==> src/hw/rtl/rcpwm_pkg.sv <==
// ----------------------------------------------------------------------------
// RC pulse decoder package
// Widths, codes, reset values and constants shared by the decoder files.
// ----------------------------------------------------------------------------
package rcpwm_pkg;

  localparam int unsigned STAMP_W    = 32;
  localparam int unsigned DIGIT_W    = 2;
  localparam int unsigned NUM_DIGITS = STAMP_W / DIGIT_W;
  localparam int unsigned DIG_CNT_W  = $clog2(NUM_DIGITS);

  localparam int unsigned US_W       = 12;
  localparam int unsigned GAP_W      = 16;
  localparam int unsigned CFG_IDX_W  = 3;
  localparam int unsigned CFG_DATA_W = 16;
  localparam int unsigned CH_W       = 2;
  localparam int unsigned NUM_CH     = 3;
  localparam int unsigned PCT_W      = 7;
  localparam int unsigned OFF_W      = 13;
  localparam int unsigned MUL_W      = US_W + PCT_W;
  localparam int unsigned DIV_CNT_W  = $clog2(PCT_W);

  // opcodes
  localparam logic OP_EVENT = 1'b0;
  localparam logic OP_POLL  = 1'b1;

  // channels
  localparam logic [CH_W-1:0] CH_FORBACK   = 2'd0;
  localparam logic [CH_W-1:0] CH_LEFTRIGHT = 2'd1;
  localparam logic [CH_W-1:0] CH_THROTTLE  = 2'd2;

  // forward/back classes
  localparam logic [1:0] CLS_NEUTRAL  = 2'd0;
  localparam logic [1:0] CLS_FORWARD  = 2'd1;
  localparam logic [1:0] CLS_BACKWARD = 2'd2;

  // register indexes
  localparam logic [CFG_IDX_W-1:0] CFG_MIN_PULSE   = 3'd0;
  localparam logic [CFG_IDX_W-1:0] CFG_MAX_PULSE   = 3'd1;
  localparam logic [CFG_IDX_W-1:0] CFG_MAX_GAP     = 3'd2;
  localparam logic [CFG_IDX_W-1:0] CFG_IDLE_THR    = 3'd3;
  localparam logic [CFG_IDX_W-1:0] CFG_FULL_THR    = 3'd4;
  localparam logic [CFG_IDX_W-1:0] CFG_CENTER_FB   = 3'd5;
  localparam logic [CFG_IDX_W-1:0] CFG_FB_THRESH   = 3'd6;
  localparam logic [CFG_IDX_W-1:0] CFG_CENTER_LR   = 3'd7;

  // register reset values
  localparam logic [US_W-1:0]  MIN_PULSE_RST = 12'd1000;
  localparam logic [US_W-1:0]  MAX_PULSE_RST = 12'd2000;
  localparam logic [GAP_W-1:0] MAX_GAP_RST   = 16'd500;
  localparam logic [US_W-1:0]  IDLE_THR_RST  = 12'd1100;
  localparam logic [US_W-1:0]  FULL_THR_RST  = 12'd1900;
  localparam logic [US_W-1:0]  CENTER_FB_RST = 12'd1500;
  localparam logic [US_W-1:0]  FB_THRESH_RST = 12'd100;
  localparam logic [US_W-1:0]  CENTER_LR_RST = 12'd1500;

  localparam logic [US_W-1:0]  LR_NORMAL_DEADZONE = 12'd50;
  localparam logic [US_W-1:0]  LR_CONFIG_DEADZONE = 12'd150;
  localparam logic [PCT_W-1:0] PCT_FULL           = 7'd100;

endpackage

==> src/hw/rtl/rc_pwm_pulse_decoder_top.sv <==
// ----------------------------------------------------------------------------
// RC PWM pulse decoder
// Measures forward/back, left/right and throttle pulse widths from pin-change
// beats and reports the decoded stick state for every input beat.
//
//   channel   direction  handshake                payload
//   in        sink       in_valid_i / in_ready_o  opcode, channel, level, stamps
//   out       source     out_valid_o / out_ready_i percent, class, offset, flags
//   cfg       sink       cfg_we_i (no wait)       cfg_idx_i, cfg_data_i
//
// One beat at a time: 2-bit digit-serial stamp subtraction in ST_SHIFT, then
// ST_EVAL qualifies and stores the pulse, ST_CALC decodes and ST_DONE hands over
// to the output register, with ST_DIV running the percent divider in between
// when the throttle lies strictly between idle and full.
// Reset (asynchronous, active low) restores register defaults and state.
// A stalled result holds in the output register; the next beat is taken
// once the current one has moved into it.
// ----------------------------------------------------------------------------
module rc_pwm_pulse_decoder_top (
  input  logic                                 clk_i,
  input  logic                                 rst_ni,
  input  logic                                 in_valid_i,
  output logic                                 in_ready_o,
  input  logic                                 opcode_i,
  input  logic [rcpwm_pkg::CH_W-1:0]           channel_i,
  input  logic                                 level_i,
  input  logic [rcpwm_pkg::STAMP_W-1:0]        now_us_i,
  input  logic [rcpwm_pkg::STAMP_W-1:0]        now_ms_i,
  output logic                                 out_valid_o,
  input  logic                                 out_ready_i,
  output logic [rcpwm_pkg::PCT_W-1:0]          throttle_pct_o,
  output logic [1:0]                           forback_class_o,
  output logic signed [rcpwm_pkg::OFF_W-1:0]   leftright_offset_o,
  output logic                                 lr_in_normal_deadzone_o,
  output logic                                 lr_in_config_deadzone_o,
  output logic                                 signal_healthy_o,
  input  logic                                 cfg_we_i,
  input  logic [rcpwm_pkg::CFG_IDX_W-1:0]      cfg_idx_i,
  input  logic [rcpwm_pkg::CFG_DATA_W-1:0]     cfg_data_i
);

  localparam int unsigned SW = rcpwm_pkg::STAMP_W;
  localparam int unsigned DW = rcpwm_pkg::DIGIT_W;
  localparam int unsigned UW = rcpwm_pkg::US_W;

  typedef enum logic [2:0] {
    ST_IDLE, ST_SHIFT, ST_EVAL, ST_CALC, ST_DIV, ST_DONE
  } state_e;

  state_e state_q;

  // configuration
  logic [UW-1:0]                   min_pulse_q, max_pulse_q, idle_thr_q, full_thr_q;
  logic [UW-1:0]                   center_fb_q, fb_thresh_q, center_lr_q;
  logic [rcpwm_pkg::GAP_W-1:0]     max_gap_q;

  // channel state
  logic [SW-1:0]                   edge_start_q [rcpwm_pkg::NUM_CH];
  logic [UW-1:0]                   pw_q [rcpwm_pkg::NUM_CH];
  logic [SW-1:0]                   last_ms_q;

  // item in flight
  logic                            op_q, lvl_q;
  logic [rcpwm_pkg::CH_W-1:0]      ch_q;
  logic [SW-1:0]                   a_q, b_q, c_q, d_q;
  logic [rcpwm_pkg::DIG_CNT_W-1:0] dcnt_q;
  logic [SW-1:0]                   start_rd;

  // working result and output register
  logic [rcpwm_pkg::PCT_W-1:0]     pct_q, out_pct_q;
  logic [1:0]                      cls_q, out_cls_q;
  logic [rcpwm_pkg::OFF_W-1:0]     lr_q, out_lr_q;
  logic                            nd_q, cd_q, healthy_q;
  logic                            out_nd_q, out_cd_q, out_healthy_q, out_valid_q;

  logic                            accept, load, step, hand_over;
  logic [SW-1:0]                   diff_us, age_ms;
  logic                            bor_us, bor_ms;

  assign in_ready_o = (state_q == ST_IDLE);
  assign accept     = in_valid_i && in_ready_o;
  assign load       = accept;
  assign step       = (state_q == ST_SHIFT);
  assign hand_over  = (state_q == ST_DONE) && (!out_valid_q || out_ready_i);

  always_comb begin
    case (channel_i)
      rcpwm_pkg::CH_FORBACK:   start_rd = edge_start_q[0];
      rcpwm_pkg::CH_LEFTRIGHT: start_rd = edge_start_q[1];
      rcpwm_pkg::CH_THROTTLE:  start_rd = edge_start_q[2];
      default:                 start_rd = '0;
    endcase
  end

  rcpwm_digit_sub u_sub_us (
    .clk_i    (clk_i),
    .rst_ni   (rst_ni),
    .clear_i  (load),
    .step_i   (step),
    .a_i      (a_q[DW-1:0]),
    .b_i      (b_q[DW-1:0]),
    .diff_o   (diff_us),
    .borrow_o (bor_us)
  );

  rcpwm_digit_sub u_sub_ms (
    .clk_i    (clk_i),
    .rst_ni   (rst_ni),
    .clear_i  (load),
    .step_i   (step),
    .a_i      (c_q[DW-1:0]),
    .b_i      (d_q[DW-1:0]),
    .diff_o   (age_ms),
    .borrow_o (bor_ms)
  );

  // qualify the falling edge once the difference is complete
  logic          is_evt, take, take_thr, age_ok, health_d;
  logic [UW-1:0] width;

  always_comb begin
    is_evt   = (op_q == rcpwm_pkg::OP_EVENT) && (ch_q <= rcpwm_pkg::CH_THROTTLE);
    width    = diff_us[UW-1:0];
    take     = is_evt && !lvl_q && !bor_us && (|diff_us) && (diff_us[SW-1:UW] == '0)
               && (width <= max_pulse_q) && (width >= min_pulse_q);
    take_thr = take && (ch_q == rcpwm_pkg::CH_THROTTLE);
    age_ok   = (age_ms[SW-1:rcpwm_pkg::GAP_W] == '0)
               && (age_ms[rcpwm_pkg::GAP_W-1:0] <= max_gap_q);
    // a fresh throttle pulse has age zero; only a zero stamp marks it unseen
    health_d = take_thr ? (|c_q) : ((|last_ms_q) && age_ok);
  end

  // decode the stored widths
  logic [UW-1:0]                   tw, mag;
  logic                            need_div;
  logic [rcpwm_pkg::PCT_W-1:0]     pct_sat;
  logic signed [UW+1:0]            fb_off, fb_thr;
  logic [rcpwm_pkg::OFF_W-1:0]     lr_d;
  logic [1:0]                      cls_d;
  logic [rcpwm_pkg::MUL_W-1:0]     div_num;
  logic [UW-1:0]                   div_den;
  logic                            div_start, div_done;
  logic [rcpwm_pkg::PCT_W-1:0]     div_quot;

  always_comb begin
    tw       = pw_q[2];
    need_div = (tw < full_thr_q) && (tw > idle_thr_q);
    pct_sat  = (tw >= full_thr_q) ? rcpwm_pkg::PCT_FULL : '0;
    div_num  = rcpwm_pkg::MUL_W'(tw - idle_thr_q) * rcpwm_pkg::MUL_W'(rcpwm_pkg::PCT_FULL);
    div_den  = full_thr_q - idle_thr_q;

    fb_off = $signed({2'b00, pw_q[0]}) - $signed({2'b00, center_fb_q});
    fb_thr = $signed({2'b00, fb_thresh_q});
    if (fb_off > fb_thr) begin
      cls_d = rcpwm_pkg::CLS_FORWARD;
    end else if (fb_off < -fb_thr) begin
      cls_d = rcpwm_pkg::CLS_BACKWARD;
    end else begin
      cls_d = rcpwm_pkg::CLS_NEUTRAL;
    end

    lr_d = {1'b0, pw_q[1]} - {1'b0, center_lr_q};
    mag  = lr_d[rcpwm_pkg::OFF_W-1] ? UW'(-lr_d) : lr_d[UW-1:0];
  end

  assign div_start = (state_q == ST_CALC) && need_div;

  rcpwm_pct_div u_div (
    .clk_i   (clk_i),
    .rst_ni  (rst_ni),
    .start_i (div_start),
    .num_i   (div_num),
    .den_i   (div_den),
    .done_o  (div_done),
    .quot_o  (div_quot)
  );

  // configuration and channel state
  always_ff @(posedge clk_i or negedge rst_ni) begin
    if (!rst_ni) begin
      min_pulse_q <= rcpwm_pkg::MIN_PULSE_RST;
      max_pulse_q <= rcpwm_pkg::MAX_PULSE_RST;
      max_gap_q   <= rcpwm_pkg::MAX_GAP_RST;
      idle_thr_q  <= rcpwm_pkg::IDLE_THR_RST;
      full_thr_q  <= rcpwm_pkg::FULL_THR_RST;
      center_fb_q <= rcpwm_pkg::CENTER_FB_RST;
      fb_thresh_q <= rcpwm_pkg::FB_THRESH_RST;
      center_lr_q <= rcpwm_pkg::CENTER_LR_RST;
      for (int i = 0; i < rcpwm_pkg::NUM_CH; i++) begin
        edge_start_q[i] <= '0;
        pw_q[i]         <= rcpwm_pkg::MIN_PULSE_RST;
      end
      last_ms_q <= '0;
    end else begin
      if (cfg_we_i) begin
        unique case (cfg_idx_i)
          rcpwm_pkg::CFG_MIN_PULSE: min_pulse_q <= cfg_data_i[UW-1:0];
          rcpwm_pkg::CFG_MAX_PULSE: max_pulse_q <= cfg_data_i[UW-1:0];
          rcpwm_pkg::CFG_MAX_GAP:   max_gap_q   <= cfg_data_i;
          rcpwm_pkg::CFG_IDLE_THR:  idle_thr_q  <= cfg_data_i[UW-1:0];
          rcpwm_pkg::CFG_FULL_THR:  full_thr_q  <= cfg_data_i[UW-1:0];
          rcpwm_pkg::CFG_CENTER_FB: center_fb_q <= cfg_data_i[UW-1:0];
          rcpwm_pkg::CFG_FB_THRESH: fb_thresh_q <= cfg_data_i[UW-1:0];
          rcpwm_pkg::CFG_CENTER_LR: center_lr_q <= cfg_data_i[UW-1:0];
          default: ;
        endcase
      end
      // rising edge: record the pulse start
      if (accept && (opcode_i == rcpwm_pkg::OP_EVENT) && level_i
          && (channel_i <= rcpwm_pkg::CH_THROTTLE)) begin
        edge_start_q[channel_i] <= now_us_i;
      end
      if ((state_q == ST_EVAL) && take) begin
        pw_q[ch_q] <= width;
        if (take_thr) begin
          last_ms_q <= c_q;
        end
      end
    end
  end

  // operand shift registers; the ms stamp rotates so it is whole again at the end
  always_ff @(posedge clk_i) begin
    if (load) begin
      op_q  <= opcode_i;
      ch_q  <= channel_i;
      lvl_q <= level_i;
      a_q   <= now_us_i;
      b_q   <= start_rd;
      c_q   <= now_ms_i;
      d_q   <= last_ms_q;
    end else if (step) begin
      a_q <= a_q >> DW;
      b_q <= b_q >> DW;
      c_q <= {c_q[DW-1:0], c_q[SW-1:DW]};
      d_q <= d_q >> DW;
    end
  end

  always_ff @(posedge clk_i or negedge rst_ni) begin
    if (!rst_ni) begin
      state_q     <= ST_IDLE;
      dcnt_q      <= '0;
      out_valid_q <= 1'b0;
    end else begin
      if (hand_over) begin
        out_valid_q <= 1'b1;
      end else if (out_ready_i) begin
        out_valid_q <= 1'b0;
      end
      unique case (state_q)
        ST_IDLE: begin
          if (in_valid_i) begin
            dcnt_q  <= '0;
            state_q <= ST_SHIFT;
          end
        end
        ST_SHIFT: begin
          dcnt_q <= dcnt_q + 1'b1;
          if (dcnt_q == rcpwm_pkg::DIG_CNT_W'(rcpwm_pkg::NUM_DIGITS - 1)) begin
            state_q <= ST_EVAL;
          end
        end
        ST_EVAL: begin
          healthy_q <= health_d;
          state_q   <= ST_CALC;
        end
        ST_CALC: begin
          cls_q <= cls_d;
          lr_q  <= lr_d;
          nd_q  <= (mag < rcpwm_pkg::LR_NORMAL_DEADZONE);
          cd_q  <= (mag < rcpwm_pkg::LR_CONFIG_DEADZONE);
          pct_q <= pct_sat;
          state_q <= need_div ? ST_DIV : ST_DONE;
        end
        ST_DIV: begin
          if (div_done) begin
            pct_q   <= div_quot;
            state_q <= ST_DONE;
          end
        end
        ST_DONE: begin
          // hand over once the output register is free
          if (hand_over) begin
            out_pct_q     <= pct_q;
            out_cls_q     <= cls_q;
            out_lr_q      <= lr_q;
            out_nd_q      <= nd_q;
            out_cd_q      <= cd_q;
            out_healthy_q <= healthy_q;
            state_q       <= ST_IDLE;
          end
        end
        default: state_q <= ST_IDLE;
      endcase
    end
  end

  assign out_valid_o             = out_valid_q;
  assign throttle_pct_o          = out_pct_q;
  assign forback_class_o         = out_cls_q;
  assign leftright_offset_o      = $signed(out_lr_q);
  assign lr_in_normal_deadzone_o = out_nd_q;
  assign lr_in_config_deadzone_o = out_cd_q;
  assign signal_healthy_o        = out_healthy_q;

endmodule

==> src/hw/rtl/rcpwm_digit_sub.sv <==
// ----------------------------------------------------------------------------
// RC pulse decoder digit-serial subtractor
// Subtracts two stamps one digit per cycle while step_i is high, LSB first, and
// collects the difference in a shift register together with the final borrow.
// ----------------------------------------------------------------------------
module rcpwm_digit_sub (
  input  logic                                clk_i,
  input  logic                                rst_ni,
  input  logic                                clear_i,
  input  logic                                step_i,
  input  logic [rcpwm_pkg::DIGIT_W-1:0]       a_i,
  input  logic [rcpwm_pkg::DIGIT_W-1:0]       b_i,
  output logic [rcpwm_pkg::STAMP_W-1:0]       diff_o,
  output logic                                borrow_o
);

  logic [rcpwm_pkg::STAMP_W-1:0] diff_q;
  logic                          borrow_q;
  logic [rcpwm_pkg::DIGIT_W:0]   dig_sum;

  assign dig_sum = {1'b0, a_i} - {1'b0, b_i} - {{rcpwm_pkg::DIGIT_W{1'b0}}, borrow_q};

  always_ff @(posedge clk_i or negedge rst_ni) begin
    if (!rst_ni) begin
      borrow_q <= 1'b0;
    end else if (clear_i) begin
      borrow_q <= 1'b0;
    end else if (step_i) begin
      borrow_q <= dig_sum[rcpwm_pkg::DIGIT_W];
    end
  end

  // shift the new digit in at the top; after all digits it sits in place
  always_ff @(posedge clk_i) begin
    if (step_i) begin
      diff_q <= {dig_sum[rcpwm_pkg::DIGIT_W-1:0],
                 diff_q[rcpwm_pkg::STAMP_W-1:rcpwm_pkg::DIGIT_W]};
    end
  end

  assign diff_o   = diff_q;
  assign borrow_o = borrow_q;

endmodule

==> src/hw/rtl/rcpwm_pct_div.sv <==
// ----------------------------------------------------------------------------
// RC pulse decoder percent divider
// Restoring divider, one quotient bit per cycle, MSB first.
// ----------------------------------------------------------------------------
module rcpwm_pct_div (
  input  logic                              clk_i,
  input  logic                              rst_ni,
  input  logic                              start_i,
  input  logic [rcpwm_pkg::MUL_W-1:0]       num_i,
  input  logic [rcpwm_pkg::US_W-1:0]        den_i,
  output logic                              done_o,
  output logic [rcpwm_pkg::PCT_W-1:0]       quot_o
);

  logic [rcpwm_pkg::MUL_W-1:0]     rem_q;
  logic [rcpwm_pkg::MUL_W-1:0]     dsh_q;
  logic [rcpwm_pkg::PCT_W-1:0]     quot_q;
  logic [rcpwm_pkg::DIV_CNT_W-1:0] cnt_q;
  logic                            busy_q;
  logic                            done_q;
  logic                            ge;

  assign ge = (rem_q >= dsh_q);

  always_ff @(posedge clk_i or negedge rst_ni) begin
    if (!rst_ni) begin
      busy_q <= 1'b0;
      done_q <= 1'b0;
      cnt_q  <= '0;
    end else begin
      done_q <= 1'b0;
      if (start_i) begin
        busy_q <= 1'b1;
        cnt_q  <= rcpwm_pkg::DIV_CNT_W'(rcpwm_pkg::PCT_W - 1);
      end else if (busy_q) begin
        if (cnt_q == '0) begin
          busy_q <= 1'b0;
          done_q <= 1'b1;
        end else begin
          cnt_q <= cnt_q - 1'b1;
        end
      end
    end
  end

  always_ff @(posedge clk_i) begin
    if (start_i) begin
      rem_q  <= num_i;
      dsh_q  <= {1'b0, den_i, {(rcpwm_pkg::PCT_W-1){1'b0}}};
      quot_q <= '0;
    end else if (busy_q) begin
      if (ge) begin
        rem_q <= rem_q - dsh_q;
      end
      quot_q <= {quot_q[rcpwm_pkg::PCT_W-2:0], ge};
      dsh_q  <= dsh_q >> 1;
    end
  end

  assign done_o = done_q;
  assign quot_o = quot_q;

endmodule

==> config.mk <==
export PLATFORM = sky130hd
export DESIGN_NAME = rc_pwm_pulse_decoder_top
export DESIGN_NICKNAME = d
export VERILOG_FILES = /design/src/hw/rtl/rcpwm_pkg.sv /design/src/hw/rtl/rc_pwm_pulse_decoder_top.sv /design/src/hw/rtl/rcpwm_digit_sub.sv /design/src/hw/rtl/rcpwm_pct_div.sv
export SDC_FILE = /design/constraint.sdc
export NUM_CORES = 1
export LEC_CHECK = 0
export ABC_CLOCK_PERIOD_IN_PS = 4640
export BUFFER_PORTS_ARGS = -buffer_cell sky130_fd_sc_hd__buf_4
export CAP_MARGIN = 30
export CORE_MARGIN = 5
export CORE_UTILIZATION = 58
export CTS_BUF_LIST = sky130_fd_sc_hd__clkbuf_8
export CTS_CLUSTER_DIAMETER = 120
export DETAILED_ROUTE_END_ITERATION = 7
export HOLD_SLACK_MARGIN = 0.03
export PLACE_DENSITY = 0.79
export REMOVE_ABC_BUFFERS = 1
export SETUP_SLACK_MARGIN = 0.02
export SYNTH_ARGS = -nofsm -noshare
export SYNTH_HDL_FRONTEND = slang
export SYNTH_SLANG_ARGS = --single-unit
==> constraint.sdc <==
create_clock -name clk_i -period 4.64 [get_ports clk_i]
set_input_delay 0.696 -clock clk_i [delete_from_list [all_inputs] [get_ports clk_i]]
set_output_delay 0.696 -clock clk_i [all_outputs]
set_load 0.05 [all_outputs]
==> metrics.log, run 1 <==
[metrics] status: finished with violations
[metrics] violated checks: negative setup slack
[metrics] Core Box Area: 49800 um^2
[metrics] Tot GR Track Use: 0.238
[metrics] clock transition time at the flip-flop clock pins of the worst setup and hold paths: 0.06 ns
[metrics] startpoint types: flip-flop
[metrics] global-route wire length before repair: 105000 um
[metrics] Max Clk Rate: 213 MHz
[metrics] post-synthesis instance area: 29000 um^2
[metrics] HPWL after detailed placement: 43900 um
[metrics] number of detailed-routing iterations run before antenna repair: 5
[metrics] Yosys cell types: 76
[metrics] routability congestion estimate: 0.890
[metrics] proportion of layout cells with a drive suffix above 1: 0.237
[metrics] maximum root-to-sink buffer count: 3
[metrics] detailed-route wire length on metal 1: 27000 um
[metrics] via count: 20200
[metrics] number of global-route vias before repair: 20900
[metrics] chip width: 234 um
[metrics] share of async-settable or async-resettable flops after synthesis: 0.490
[metrics] total power divided by cell area: 577 nW/um^2
[metrics] synthesized area per cell: 11.2 um^2
[metrics] maximum number of pins on one net before global-route repair: 148
[metrics] cell chosen for the clock root: sky130_fd_sc_hd__clkbuf_8
[metrics] number of rows created at floorplan: 82
[metrics] # DRC: 0
[metrics] Final #Nets: 3080
[metrics] register area share after synthesis: 0.539
[metrics] classification of the worst setup path: reg -> reg
[metrics] final critical-path setup slack: -0.0543 ns
[metrics] overall die area: 54600 um^2
[metrics] clock latency of the later-clocked register in the worst-skew pair: 0.70 ns
[metrics] Ant. Diodes: 0
[metrics] Clock Skew: 0.0379 ns
[metrics] initial antenna violation count: 1
[metrics] number of buffers created by CTS: 93
[metrics] hold violation total from the final report: 0
[metrics] Tmin final: 4.69 ns
[metrics] Most used DFF post-synth: sky130_fd_sc_hd__edfxtp_1
[metrics] max-slew violation total from the final report: 0
[metrics] met3 WL: 4200 um
[metrics] total power of the final layout: 0.0192 W
[metrics] TritonCTS clock tree: yes
[metrics] height of the chip: 234 um
[metrics] Worst Hold Class: in -> reg
[metrics] grt total ovfl: 0
[metrics] Routed WL per cell: 18.4 um
[metrics] Max Used Layer: met5
[metrics] count of clock tree sinks: 569
[metrics] starting density of the core: 0.583
[metrics] total of warnings raised by yosys: 0
[metrics] required time at the worst-slack endpoint: 5.03 ns
[metrics] average via count per standard cell: 5.70
[metrics] max-capacitance violation count: 0
[metrics] worst slew margin relative to its limit: 0.342
[metrics] static leakage power: 15.2 nW
[metrics] maximum net fanout on the critical path: 4
[metrics] H-Tree Level Count: 3
[metrics] growth of design area from synthesis to finish: 14.7%
[metrics] Final setup viols: 2
[metrics] Worst Path Arrival: 5.09 ns
[metrics] Final Cycle Share: 1.01
[metrics] Post-Syn Instances: 2583
[metrics] number of synthesized flops with an enable pin: 275
[metrics] overall routed net length: 64900 um
[metrics] number of nets with antenna violations after routing: 0
[metrics] setup repair after global routing missed its margin: true
[metrics] synthesized flop and latch total: 569
[metrics] Setup crit end kind: flip-flop
[metrics] PortBufs: 118
[metrics] Initial DRC Count: 1490
[metrics] slew of the pin with the lowest slew margin: 0.983 ns
[metrics] I/O Pins: 119
[metrics] routed length on met2: 31600 um
[metrics] final hold slack: 0.207 ns
[metrics] worst-case vdd ir drop: 0.495 mV
==> Yosys cell counts (16+ instances only) <==
library cell	n	area share
sky130_fd_sc_hd__a211oi_1	18	0.0047
sky130_fd_sc_hd__a21o_1	30	0.0078
sky130_fd_sc_hd__a21oi_1	89	0.015
sky130_fd_sc_hd__and3_1	16	0.0035
sky130_fd_sc_hd__clkbuf_1	70	0.0091
sky130_fd_sc_hd__dfrtp_1	215	0.19
sky130_fd_sc_hd__dfstp_2	64	0.058
sky130_fd_sc_hd__edfxtp_1	275	0.28
sky130_fd_sc_hd__fa_1	21	0.014
sky130_fd_sc_hd__ha_1	183	0.079
sky130_fd_sc_hd__inv_1	201	0.026
sky130_fd_sc_hd__mux2_2	213	0.083
sky130_fd_sc_hd__mux2i_1	51	0.018
sky130_fd_sc_hd__nand2_1	417	0.054
sky130_fd_sc_hd__nand2b_1	16	0.0035
sky130_fd_sc_hd__nand3_1	36	0.0062
sky130_fd_sc_hd__nand4_1	26	0.0056
sky130_fd_sc_hd__nor2_1	122	0.016
sky130_fd_sc_hd__nor2b_1	24	0.0052
sky130_fd_sc_hd__nor3_1	40	0.0069
sky130_fd_sc_hd__nor4_1	37	0.0080
sky130_fd_sc_hd__o21a_1	30	0.0078
sky130_fd_sc_hd__o21ai_0	133	0.023
sky130_fd_sc_hd__xnor2_1	44	0.013
sky130_fd_sc_hd__xor2_1	28	0.0085
==> report_power, final <==
| part | switching, W | internal (W) | leakage (nW) |
|---|---|---|---|
| Clock | 0.00204 | 0.00224 | 1.10 |
| Combinational | 0.00381 | 0.00316 | 7.69 |
| Sequential | 0.000814 | 0.00712 | 6.39 |
| Total | 0.00666 | 0.0125 | 15.2 |
==> kinds of logic after synthesis <==
| group | Yosys count | share of synthesized area |
|---|---|---|
| multiplexers | 264 | 0.100 |
| buffers and inverters | 296 | 0.0393 |
| flip-flops | 569 | 0.539 |
| AND/OR/NAND/NOR | 773 | 0.119 |
| AO/OA/AOI/OAI | 404 | 0.0871 |
| adder cells (fa/ha/maj) | 204 | 0.0934 |
| XOR/XNOR | 73 | 0.0223 |
==> through the flow <==
| step | instance area, um^2 | setup slack (ns) | instances | util | TNS [ns] |
|---|---|---|---|---|---|
| 5_1_grt | 33300 | -0.228 | 3536 | 0.668 | -0.807 |
| 6_report | 33300 | -0.0543 | 3536 | 0.668 | -0.0947 |
| 3_3_place_gp | 30900 | -0.339 | 3342 | 0.621 | -0.650 |
| 3_5_place_dp | 31000 | -0.460 | 3346 | 0.622 | -1.10 |
| 2_1_floorplan | 28600 | -4.02 | 2491 | - | -980.23 |
| 4_1_cts | 33000 | -0.150 | 3527 | 0.663 | -0.276 |
==> registers in the layout (all words and copies together) (netlist names), 13 cells and up <==
name	flops
edge_start_q	96
u_sub_us.diff_o	32
c_q	32
u_sub_ms.diff_o	32
u_div.rem_q	19
max_gap_q	16
u_div.dsh_q	18
pw_q	24
a_q	32
d_q	32
b_q	32
last_ms_q	32
leftright_offset_o	13
lr_q	13
==> metal layers <==
metal	track usage	vias up
li1	-	9536
met1	0.310	9876
met2	0.399	591
met3	0.0501	167
met4	0.0835	2
met5	0	-
==> worst max-delay path, cell delays in order, from the launching register on <==
cell and delay, ns:
sky130_fd_sc_hd__dfrtp_1 0.37, sky130_fd_sc_hd__inv_2 0.08, sky130_fd_sc_hd__ha_4 0.13, sky130_fd_sc_hd__inv_2 0.03, sky130_fd_sc_hd__fa_2 0.35, sky130_fd_sc_hd__buf_4 0.15
sky130_fd_sc_hd__buf_4 0.13, sky130_fd_sc_hd__xor2_1 0.30, sky130_fd_sc_hd__ha_1 0.30, sky130_fd_sc_hd__ha_1 0.28, sky130_fd_sc_hd__inv_1 0.05, sky130_fd_sc_hd__fa_1 0.49
sky130_fd_sc_hd__inv_1 0.04, sky130_fd_sc_hd__ha_1 0.35, sky130_fd_sc_hd__a21oi_1 0.36, sky130_fd_sc_hd__o211ai_1 0.24, sky130_fd_sc_hd__a31o_4 0.28, sky130_fd_sc_hd__buf_4 0.14
sky130_fd_sc_hd__nor2_4 0.08, sky130_fd_sc_hd__xor2_1 0.18, sky130_fd_sc_hd__o22ai_1 0.08
==> timing repair <==
item / in CTS / in global routing
resized for setup: 21 / 42
pin swaps: 22 / 40
endpoints found under the hold margin: 42 / 0
endpoints found under the setup margin: 4 / 6
hold buffers: 1 / 0
setup buffers: 5 / 8
==> area by class of cell <==
cell class / count / area [um^2]
clock buffer: 110 / 1510
fill: 3616 / 16500
sequential: 569 / 15600
timing repair buffer: 198 / 1580
tap: 672 / 841
clock inverter: 65 / 347
multi-input combinational: 1718 / 12600
inverter: 204 / 769
==> worst paths after layout <==
check | from | endpoint | slack, ns | cells after the start
worst min-delay path | opcode_i | op_q$_DFFE_PP_ | 0.21 | 1
worst min register to register | pct_q[1]$_SDFFCE_PN0P_ | throttle_pct_o[1]$_DFFE_PP_ | 0.42 | 0
worst max register to register | tw[0]$_DFFE_PN0P_ | u_div.rem_q[16]$_DFFE_PP_ | -0.05 | 20
min in group asynchronous | rst_ni | last_ms_q[14]$_DFFE_PN0P_ | 0.54 | 2
worst max-delay path | tw[0]$_DFFE_PN0P_ | u_div.rem_q[16]$_DFFE_PP_ | -0.05 | 20
max in group asynchronous | rst_ni | pw_q[34]$_DFFE_PN0P_ | 2.74 | 3
==> layout by cell type (no fill, tap or decap), types with 10 or more instances in the layout <==
master	count
sky130_fd_sc_hd__a211oi_1	14
sky130_fd_sc_hd__a21o_1	30
sky130_fd_sc_hd__a21oi_1	85
sky130_fd_sc_hd__a31oi_1	10
sky130_fd_sc_hd__and3_1	15
sky130_fd_sc_hd__buf_4	187
sky130_fd_sc_hd__clkbuf_8	110
sky130_fd_sc_hd__clkinv_2	15
sky130_fd_sc_hd__dfrtp_1	215
sky130_fd_sc_hd__dfstp_2	64
sky130_fd_sc_hd__dfxtp_1	15
sky130_fd_sc_hd__edfxtp_1	275
sky130_fd_sc_hd__fa_1	20
sky130_fd_sc_hd__ha_1	173
sky130_fd_sc_hd__inv_1	228
sky130_fd_sc_hd__mux2_2	213
sky130_fd_sc_hd__mux2i_1	51
sky130_fd_sc_hd__nand2_1	415
sky130_fd_sc_hd__nand2b_1	16
sky130_fd_sc_hd__nand3_1	36
sky130_fd_sc_hd__nand4_1	26
sky130_fd_sc_hd__nor2_1	115
sky130_fd_sc_hd__nor2b_1	23
sky130_fd_sc_hd__nor3_1	32
sky130_fd_sc_hd__nor4_1	36
sky130_fd_sc_hd__o211ai_1	14
sky130_fd_sc_hd__o21a_1	30
sky130_fd_sc_hd__o21ai_0	129
sky130_fd_sc_hd__o22ai_1	13
sky130_fd_sc_hd__o31ai_1	12
sky130_fd_sc_hd__xnor2_1	40
sky130_fd_sc_hd__xor2_1	27
Power figures use the tool's default switching activity.
==> inputs of run 2 (changes only) <==
CORE_UTILIZATION = 30   (was 58)
PLACE_DENSITY = unset   (was 0.79)
==> metrics.log, run 2 (synthesis results as in run 1) <==
[metrics] TNS Setup: -0.111 ns
[metrics] maximum root-to-sink buffer count: 3
[metrics] Final #Nets: 3099
[metrics] clock latency of the later-clocked register in the worst-skew pair: 0.75 ns
[metrics] TritonCTS clock tree: yes
[metrics] number of rows created at floorplan: 114
[metrics] startpoint types: flip-flop
[metrics] worst-case vdd ir drop: 0.464 mV
[metrics] global-route met2 utilization: 0.219
[metrics] violated checks: negative setup slack
[metrics] Worst Hold Class: in -> reg
[metrics] slew of the pin with the lowest slew margin: 0.915 ns
[metrics] max-slew violation total from the final report: 0
[metrics] cell chosen for the clock root: sky130_fd_sc_hd__clkbuf_8
[metrics] Min-Delay Startpoint: opcode_i
[metrics] area after detailed placement: 31800 um^2
[metrics] Initial DRC Count: 1039
[metrics] via count: 19700
[metrics] static leakage power: 15.3 nW
[metrics] design area: 34400 um^2
[metrics] number of global-route vias before repair: 20000
[metrics] depth of the worst register-to-register path: 26
[metrics] commonest cells after routing, fill and taps aside: sky130_fd_sc_hd__nand2_1 (416), sky130_fd_sc_hd__edfxtp_1 (275), sky130_fd_sc_hd__inv_1 (224)
[metrics] worst flop-to-flop path endpoint: u_div.rem_q[18]$_DFFE_PP_
[metrics] clock transition time at the flip-flop clock pins of the worst setup and hold paths: 0.06 ns
[metrics] Tmin final: 4.73 ns
[metrics] Core Box Area: 96300 um^2
[metrics] overall die area: 103000 um^2
[metrics] Clock Skew: 0.0487 ns
[metrics] leading cell type in the layout, fill and taps excluded: sky130_fd_sc_hd__nand2_1
[metrics] status: finished with violations
[metrics] maximum number of pins on one net before global-route repair: 153
[metrics] Final setup viols: 2
[metrics] H-Tree Level Count: 3
[metrics] capturing element of the worst setup path: u_div.rem_q[18]$_DFFE_PP_
[metrics] PortBufs: 118
[metrics] total power divided by cell area: 571 nW/um^2
[metrics] growth of design area from synthesis to finish: 18.5%
[metrics] CP dominant cell by count: sky130_fd_sc_hd__inv_2
[metrics] met1 layer usage reported by global route: 0.177
[metrics] # DRC: 0
[metrics] starting density of the core: 0.301
[metrics] met3 routing resource usage after global routing: 0.0300
[metrics] grt total ovfl: 0
[metrics] HPWL after detailed placement: 47300 um
[metrics] Final Cycle Share: 1.02
[metrics] count of clock tree sinks: 569
[metrics] required time at the worst-slack endpoint: 5.08 ns
[metrics] height of the chip: 321 um
[metrics] Worst Path Arrival: 5.17 ns
[metrics] register with the highest flop count: edge_start_q
[metrics] final critical-path setup slack: -0.0893 ns
[metrics] number of buffers created by CTS: 98
[metrics] number of nets with antenna violations after routing: 0
[metrics] global-route wire length before repair: 111000 um
[metrics] flip-flop count of the largest register, all copies and words added: 96
[metrics] R2R Setup Slk: -0.09 ns
[metrics] launching point of the worst reg2reg path: tw[0]$_DFFE_PN0P_
[metrics] overall routed net length: 69800 um
[metrics] max-capacitance violation count: 0
[metrics] Tot GR Track Use: 0.133
[metrics] initial antenna violation count: 0
[metrics] classification of the worst setup path: reg -> reg
[metrics] first element of the critical path: tw[0]$_DFFE_PN0P_
[metrics] largest stage delay on the critical path: 0.49 ns
[metrics] hold violation total from the final report: 0
[metrics] proportion of layout cells with a drive suffix above 1: 0.245
[metrics] average via count per standard cell: 4.72
[metrics] setup repair after global routing missed its margin: true
[metrics] Max Clk Rate: 211 MHz
[metrics] most used routing layer in global routing: met2
[metrics] routability congestion estimate: 0.833
[metrics] maximum net fanout on the critical path: 4
[metrics] CP max stage cell: sky130_fd_sc_hd__fa_1
[metrics] I/O Pins: 119
[metrics] chip width: 321 um
[metrics] Routed WL per cell: 16.8 um
[metrics] Setup crit end kind: flip-flop
[metrics] number of detailed-routing iterations run before antenna repair: 5
[metrics] worst slew margin relative to its limit: 0.387
-- run 2: cell types whose count changed in the layout (fill, tap and decap cells not counted), moves of 2 or more --
| cell | change |
|---|---|
| sky130_fd_sc_hd__clkinv_1 | +4 |
| sky130_fd_sc_hd__buf_6 | -4 |
| sky130_fd_sc_hd__xnor2_1 | -2 |
| sky130_fd_sc_hd__buf_16 | -2 |
| sky130_fd_sc_hd__a21oi_2 | +2 |
| sky130_fd_sc_hd__clkbuf_8 | +5 |
| sky130_fd_sc_hd__inv_1 | -4 |
| sky130_fd_sc_hd__inv_16 | +3 |
| sky130_fd_sc_hd__bufinv_16 | +4 |
| sky130_fd_sc_hd__clkinv_2 | -4 |
| sky130_fd_sc_hd__buf_4 | +19 |
| sky130_fd_sc_hd__xnor2_2 | +2 |
-- run 2: through the flow --
step | util | hold WS (ns) | std cells | worst slack [ns] | total power, W
after detailed placement | 0.331 | 0.405 | 3970 | -0.412 | 0.0141
after CTS | 0.355 | 0.112 | 4156 | -0.112 | 0.0193
after global placement | 0.331 | 0.404 | 3969 | -0.344 | 0.0139
after global routing | 0.357 | 0.132 | 4160 | -0.346 | 0.0210
after floorplan | - | 0.400 | 2491 | -4.02 | 0.0120
final | 0.357 | 0.185 | 4161 | -0.0893 | 0.0196
-- run 2: worst min-delay path by stage --
| stage | slack (ns) | depth (start not counted) | endpoint |
|---|---|---|---|
| floorplan | 0.40 | 0 | center_fb_q[0]$_DFFE_PN0P_ |
| global placement | 0.40 | 0 | leftright_offset_o[1]$_DFFE_PP_ |
| detailed placement | 0.40 | 0 | throttle_pct_o[6]$_DFFE_PP_ |
| CTS | 0.11 | 2 | edge_start_q[45]$_DFFE_PN0P_ |
| global route | 0.13 | 2 | edge_start_q[11]$_DFFE_PN0P_ |
| finish | 0.18 | 1 | op_q$_DFFE_PP_ |
-- run 2: area by class of cell --
cell class	count	area [um^2]
diodes	1	2.50
clock buffers	115	1580
clock inverters	66	503
fillers	9601	61900
inverters	204	772
multi-input cells	1718	12600
flip-flops and latches	569	15600
well taps	1276	1600
repair buffers	212	1640
-- run 2: where the power goes --
| part | switching, W | total (W) | internal [W] |
|---|---|---|---|
| Clock | 0.00220 | 0.00479 | 0.00258 |
| Combinational | 0.00374 | 0.00695 | 0.00321 |
| Sequential | 0.000770 | 0.00789 | 0.00712 |
| Total | 0.00671 | 0.0196 | 0.0129 |
-- run 2: routing by layer --
layer | vias to the layer above | wire, um | part of all wire
li1 | 9581 | - | -
met1 | 9613 | 31900 | 0.46
met2 | 341 | 33000 | 0.47
met3 | 117 | 3240 | 0.046
met4 | 0 | 1680 | 0.024
met5 | - | 0 | 0
-- run 2: worst max-delay path, delay by kind of cell, from the launching register on --
kind / cells / cell delay [ns]
adders and majority gates: 6 / 1.78
AOI/OAI and AO/OA: 7 / 1.11
and+or+nand+nor: 6 / 0.66
DFF: 1 / 0.37
buffers and inverters: 5 / 0.33
xor gates and xnor gates: 2 / 0.17
-- run 2: timing repair --
item	CTS	global route
endpoints found under the setup margin	4	6
pin swaps	28	34
endpoints found under the hold margin	62	0
gates resized for setup	36	34
hold buffers	1	0
setup buffers	5	5
==> inputs of run 3 (changes only) <==
CORE_UTILIZATION = 50   (was 30)
PLACE_DENSITY = 0.81   (was unset)
==> metrics.log, run 3 (synthesis results as in run 1) <==
[metrics] maximum number of pins on one net before global-route repair: 149
[metrics] # DRC: 0
[metrics] max-slew violation total from the final report: 0
[metrics] setup slack after placement: -0.536 ns
[metrics] initial antenna violation count: 0
[metrics] # fillers: 4521
[metrics] register with the highest flop count: edge_start_q
[metrics] violated checks: negative setup slack
[metrics] growth of design area from synthesis to finish: 14.6%
[metrics] multi-input combinational cell area: 12600 um^2
[metrics] Core Box Area: 57600 um^2
[metrics] slew of the pin with the lowest slew margin: 1.05 ns
[metrics] average via count per standard cell: 5.67
[metrics] proportion of layout cells with a drive suffix above 1: 0.233
[metrics] Max Used Layer: met4
[metrics] via count: 20600
[metrics] maximum net fanout on the critical path: 3
[metrics] worst slew margin relative to its limit: 0.297
[metrics] clock latency of the later-clocked register in the worst-skew pair: 0.70 ns
[metrics] Initial DRC Count: 1463
[metrics] number of global-route vias before repair: 21600
[metrics] largest stage delay on the critical path: 0.51 ns
[metrics] CP dominant cell by count: sky130_fd_sc_hd__inv_2
[metrics] routed length on met2: 34200 um
[metrics] Final #Nets: 3075
[metrics] leading cell type in the layout, fill and taps excluded: sky130_fd_sc_hd__nand2_1
[metrics] required time at the worst-slack endpoint: 5.05 ns
[metrics] count of clock tree sinks: 569
[metrics] Tmin final: 4.83 ns
[metrics] part of the total power dissipated in sequential elements: 0.420
[metrics] number of detailed-routing iterations run before antenna repair: 6
[metrics] worst-case vdd ir drop: 0.550 mV
[metrics] clock transition time at the flip-flop clock pins of the worst setup and hold paths: 0.07 ns
[metrics] Worst Path Arrival: 5.24 ns
[metrics] PortBufs: 118
[metrics] max-capacitance violation count: 0
[metrics] cell chosen for the clock root: sky130_fd_sc_hd__clkbuf_8
[metrics] Switch Pwr: 0.00659 W
[metrics] Largest delay share family, worst path: adder cells
[metrics] Final setup viols: 4
[metrics] flip-flop count of the largest register, all copies and words added: 96
[metrics] Register Area: 15600 um^2
[metrics] starting density of the core: 0.504
[metrics] number of buffers created by CTS: 92
[metrics] TNS Setup: -0.411 ns
[metrics] commonest cells after routing, fill and taps aside: sky130_fd_sc_hd__nand2_1 (415), sky130_fd_sc_hd__edfxtp_1 (275), sky130_fd_sc_hd__inv_1 (229)
[metrics] Tot GR Track Use: 0.213
[metrics] part of the power in combinational logic: 0.359
[metrics] static leakage power: 15.1 nW
[metrics] met3 WL: 4140 um
[metrics] TritonCTS clock tree: yes
[metrics] CP max stage cell: sky130_fd_sc_hd__fa_1
[metrics] detailed-route wire length on metal 1: 28200 um
[metrics] hold violation total from the final report: 0
[metrics] maximum root-to-sink buffer count: 3
[metrics] Bufs and invs on worst path: 6
[metrics] internal portion of total power: 0.0123 W
[metrics] grt total ovfl: 0
[metrics] global-route wire length before repair: 110000 um
[metrics] number of nets with antenna violations after routing: 0
[metrics] share of total power consumed by net switching: 0.348
[metrics] setup repair after global routing missed its margin: true
[metrics] Worst Hold Class: in -> reg
[metrics] number of rows created at floorplan: 88
[metrics] Routed WL per cell: 18.9 um
[metrics] I/O Pins: 119
[metrics] status: finished with violations
[metrics] total power divided by cell area: 569 nW/um^2
[metrics] routability congestion estimate: 0.894
[metrics] relative contribution of the clock network to total power: 0.221
[metrics] Clock Skew: 0.0380 ns
[metrics] overall routed net length: 68600 um
[metrics] Max Clk Rate: 207 MHz
[metrics] height of the chip: 251 um
[metrics] Final Cycle Share: 1.04
[metrics] H-Tree Level Count: 3
[metrics] startpoint types: flip-flop
[metrics] classification of the worst setup path: reg -> reg
[metrics] chip width: 251 um
[metrics] Setup crit end kind: flip-flop
[metrics] final critical-path setup slack: -0.192 ns
[metrics] HPWL after detailed placement: 46000 um
[metrics] overall die area: 62900 um^2
run 3: cell types whose count changed in the layout (fill, tap and decap cells not counted), sizes merged:
cell and change:
bufinv -3, buf -18, clkbuf -13, clkinv +7, clkinvlp -1, inv +1
run 3: path summary, 6_finish.rpt:
path / startpoint / cells past startpoint / slack [ns] / to
worst max register to register: tw[0]$_DFFE_PN0P_ / 25 / -0.19 / u_div.rem_q[18]$_DFFE_PP_
worst min register to register: lr_q[4]$_DFFE_PP_ / 0 / 0.42 / leftright_offset_o[4]$_DFFE_PP_
max in group asynchronous: rst_ni / 3 / 2.80 / fb_thresh_q[7]$_DFFE_PN0P_
min in group asynchronous: rst_ni / 2 / 0.57 / last_ms_q[17]$_DFFE_PN0P_
worst min-delay path: level_i / 1 / 0.19 / lvl_q$_DFFE_PP_
worst max-delay path: tw[0]$_DFFE_PN0P_ / 25 / -0.19 / u_div.rem_q[18]$_DFFE_PP_
run 3: cell type report:
type | count | area share
Inverter | 204 | 0.0231
Sequential cell | 569 | 0.470
Multi-Input combinational cell | 1718 | 0.379
Clock buffer | 102 | 0.0422
Timing Repair Buffer | 194 | 0.0457
Clock inverter | 70 | 0.0111
Antenna cell | 1 | 0.0000753
Tap cell | 765 | 0.0288
run 3: power groups by stage:
stage | combinational, W | clock, W | sequential, W
6_report | 0.00678 | 0.00419 | 0.00794
5_1_grt | 0.00757 | 0.00451 | 0.00809
4_1_cts | 0.00642 | 0.00426 | 0.00795
3_5_place_dp | 0.00597 | 0 | 0.00801
3_3_place_gp | 0.00567 | 0 | 0.00793
2_1_floorplan | 0.00425 | 0 | 0.00774
run 3: per-layer routing:
layer	track usage	vias up
met3	0.0471	166
li1	-	9541
met2	0.368	652
met1	0.265	10200
met4	0.0728	0
met5	0	-
run 3: per-stage QoR:
step	instances	cell area (um^2)	util	total power [W]	hold WS, ns
floorplan	2491	28600	-	0.0120	0.400
global placement	3441	31100	0.540	0.0136	0.402
detailed placement	3444	31100	0.540	0.0140	0.406
CTS	3622	33100	0.575	0.0186	0.134
global route	3622	33200	0.577	0.0202	0.135
finish	3623	33200	0.577	0.0189	0.193
run 3: repair_timing:
item,4_1_cts,5_1_grt
pin swaps,28,19
gates resized for setup,36,28
setup buffers,6,1
hold endpoints to repair,74,0
setup endpoints to repair,4,6
hold buffers,1,0
run 3: worst reg2reg max path: stages, from the launching register on:
cell and delay [ns]:
sky130_fd_sc_hd__dfrtp_1 0.39, sky130_fd_sc_hd__inv_2 0.09, sky130_fd_sc_hd__ha_4 0.13, sky130_fd_sc_hd__inv_2 0.04
sky130_fd_sc_hd__fa_2 0.37, sky130_fd_sc_hd__a211oi_4 0.29, sky130_fd_sc_hd__o21ai_2 0.09, sky130_fd_sc_hd__a21oi_2 0.14
sky130_fd_sc_hd__nor2b_1 0.06, sky130_fd_sc_hd__nor2_1 0.14, sky130_fd_sc_hd__o21bai_1 0.12, sky130_fd_sc_hd__a21oi_2 0.20
sky130_fd_sc_hd__buf_4 0.13, sky130_fd_sc_hd__buf_4 0.11, sky130_fd_sc_hd__xnor2_1 0.08, sky130_fd_sc_hd__ha_2 0.20
sky130_fd_sc_hd__fa_1 0.49, sky130_fd_sc_hd__inv_1 0.06, sky130_fd_sc_hd__fa_1 0.51, sky130_fd_sc_hd__inv_2 0.05
sky130_fd_sc_hd__ha_4 0.17, sky130_fd_sc_hd__nor4_4 0.32, sky130_fd_sc_hd__nor3_2 0.08, sky130_fd_sc_hd__xnor2_1 0.13
sky130_fd_sc_hd__nand2_1 0.08, sky130_fd_sc_hd__o31ai_1 0.08
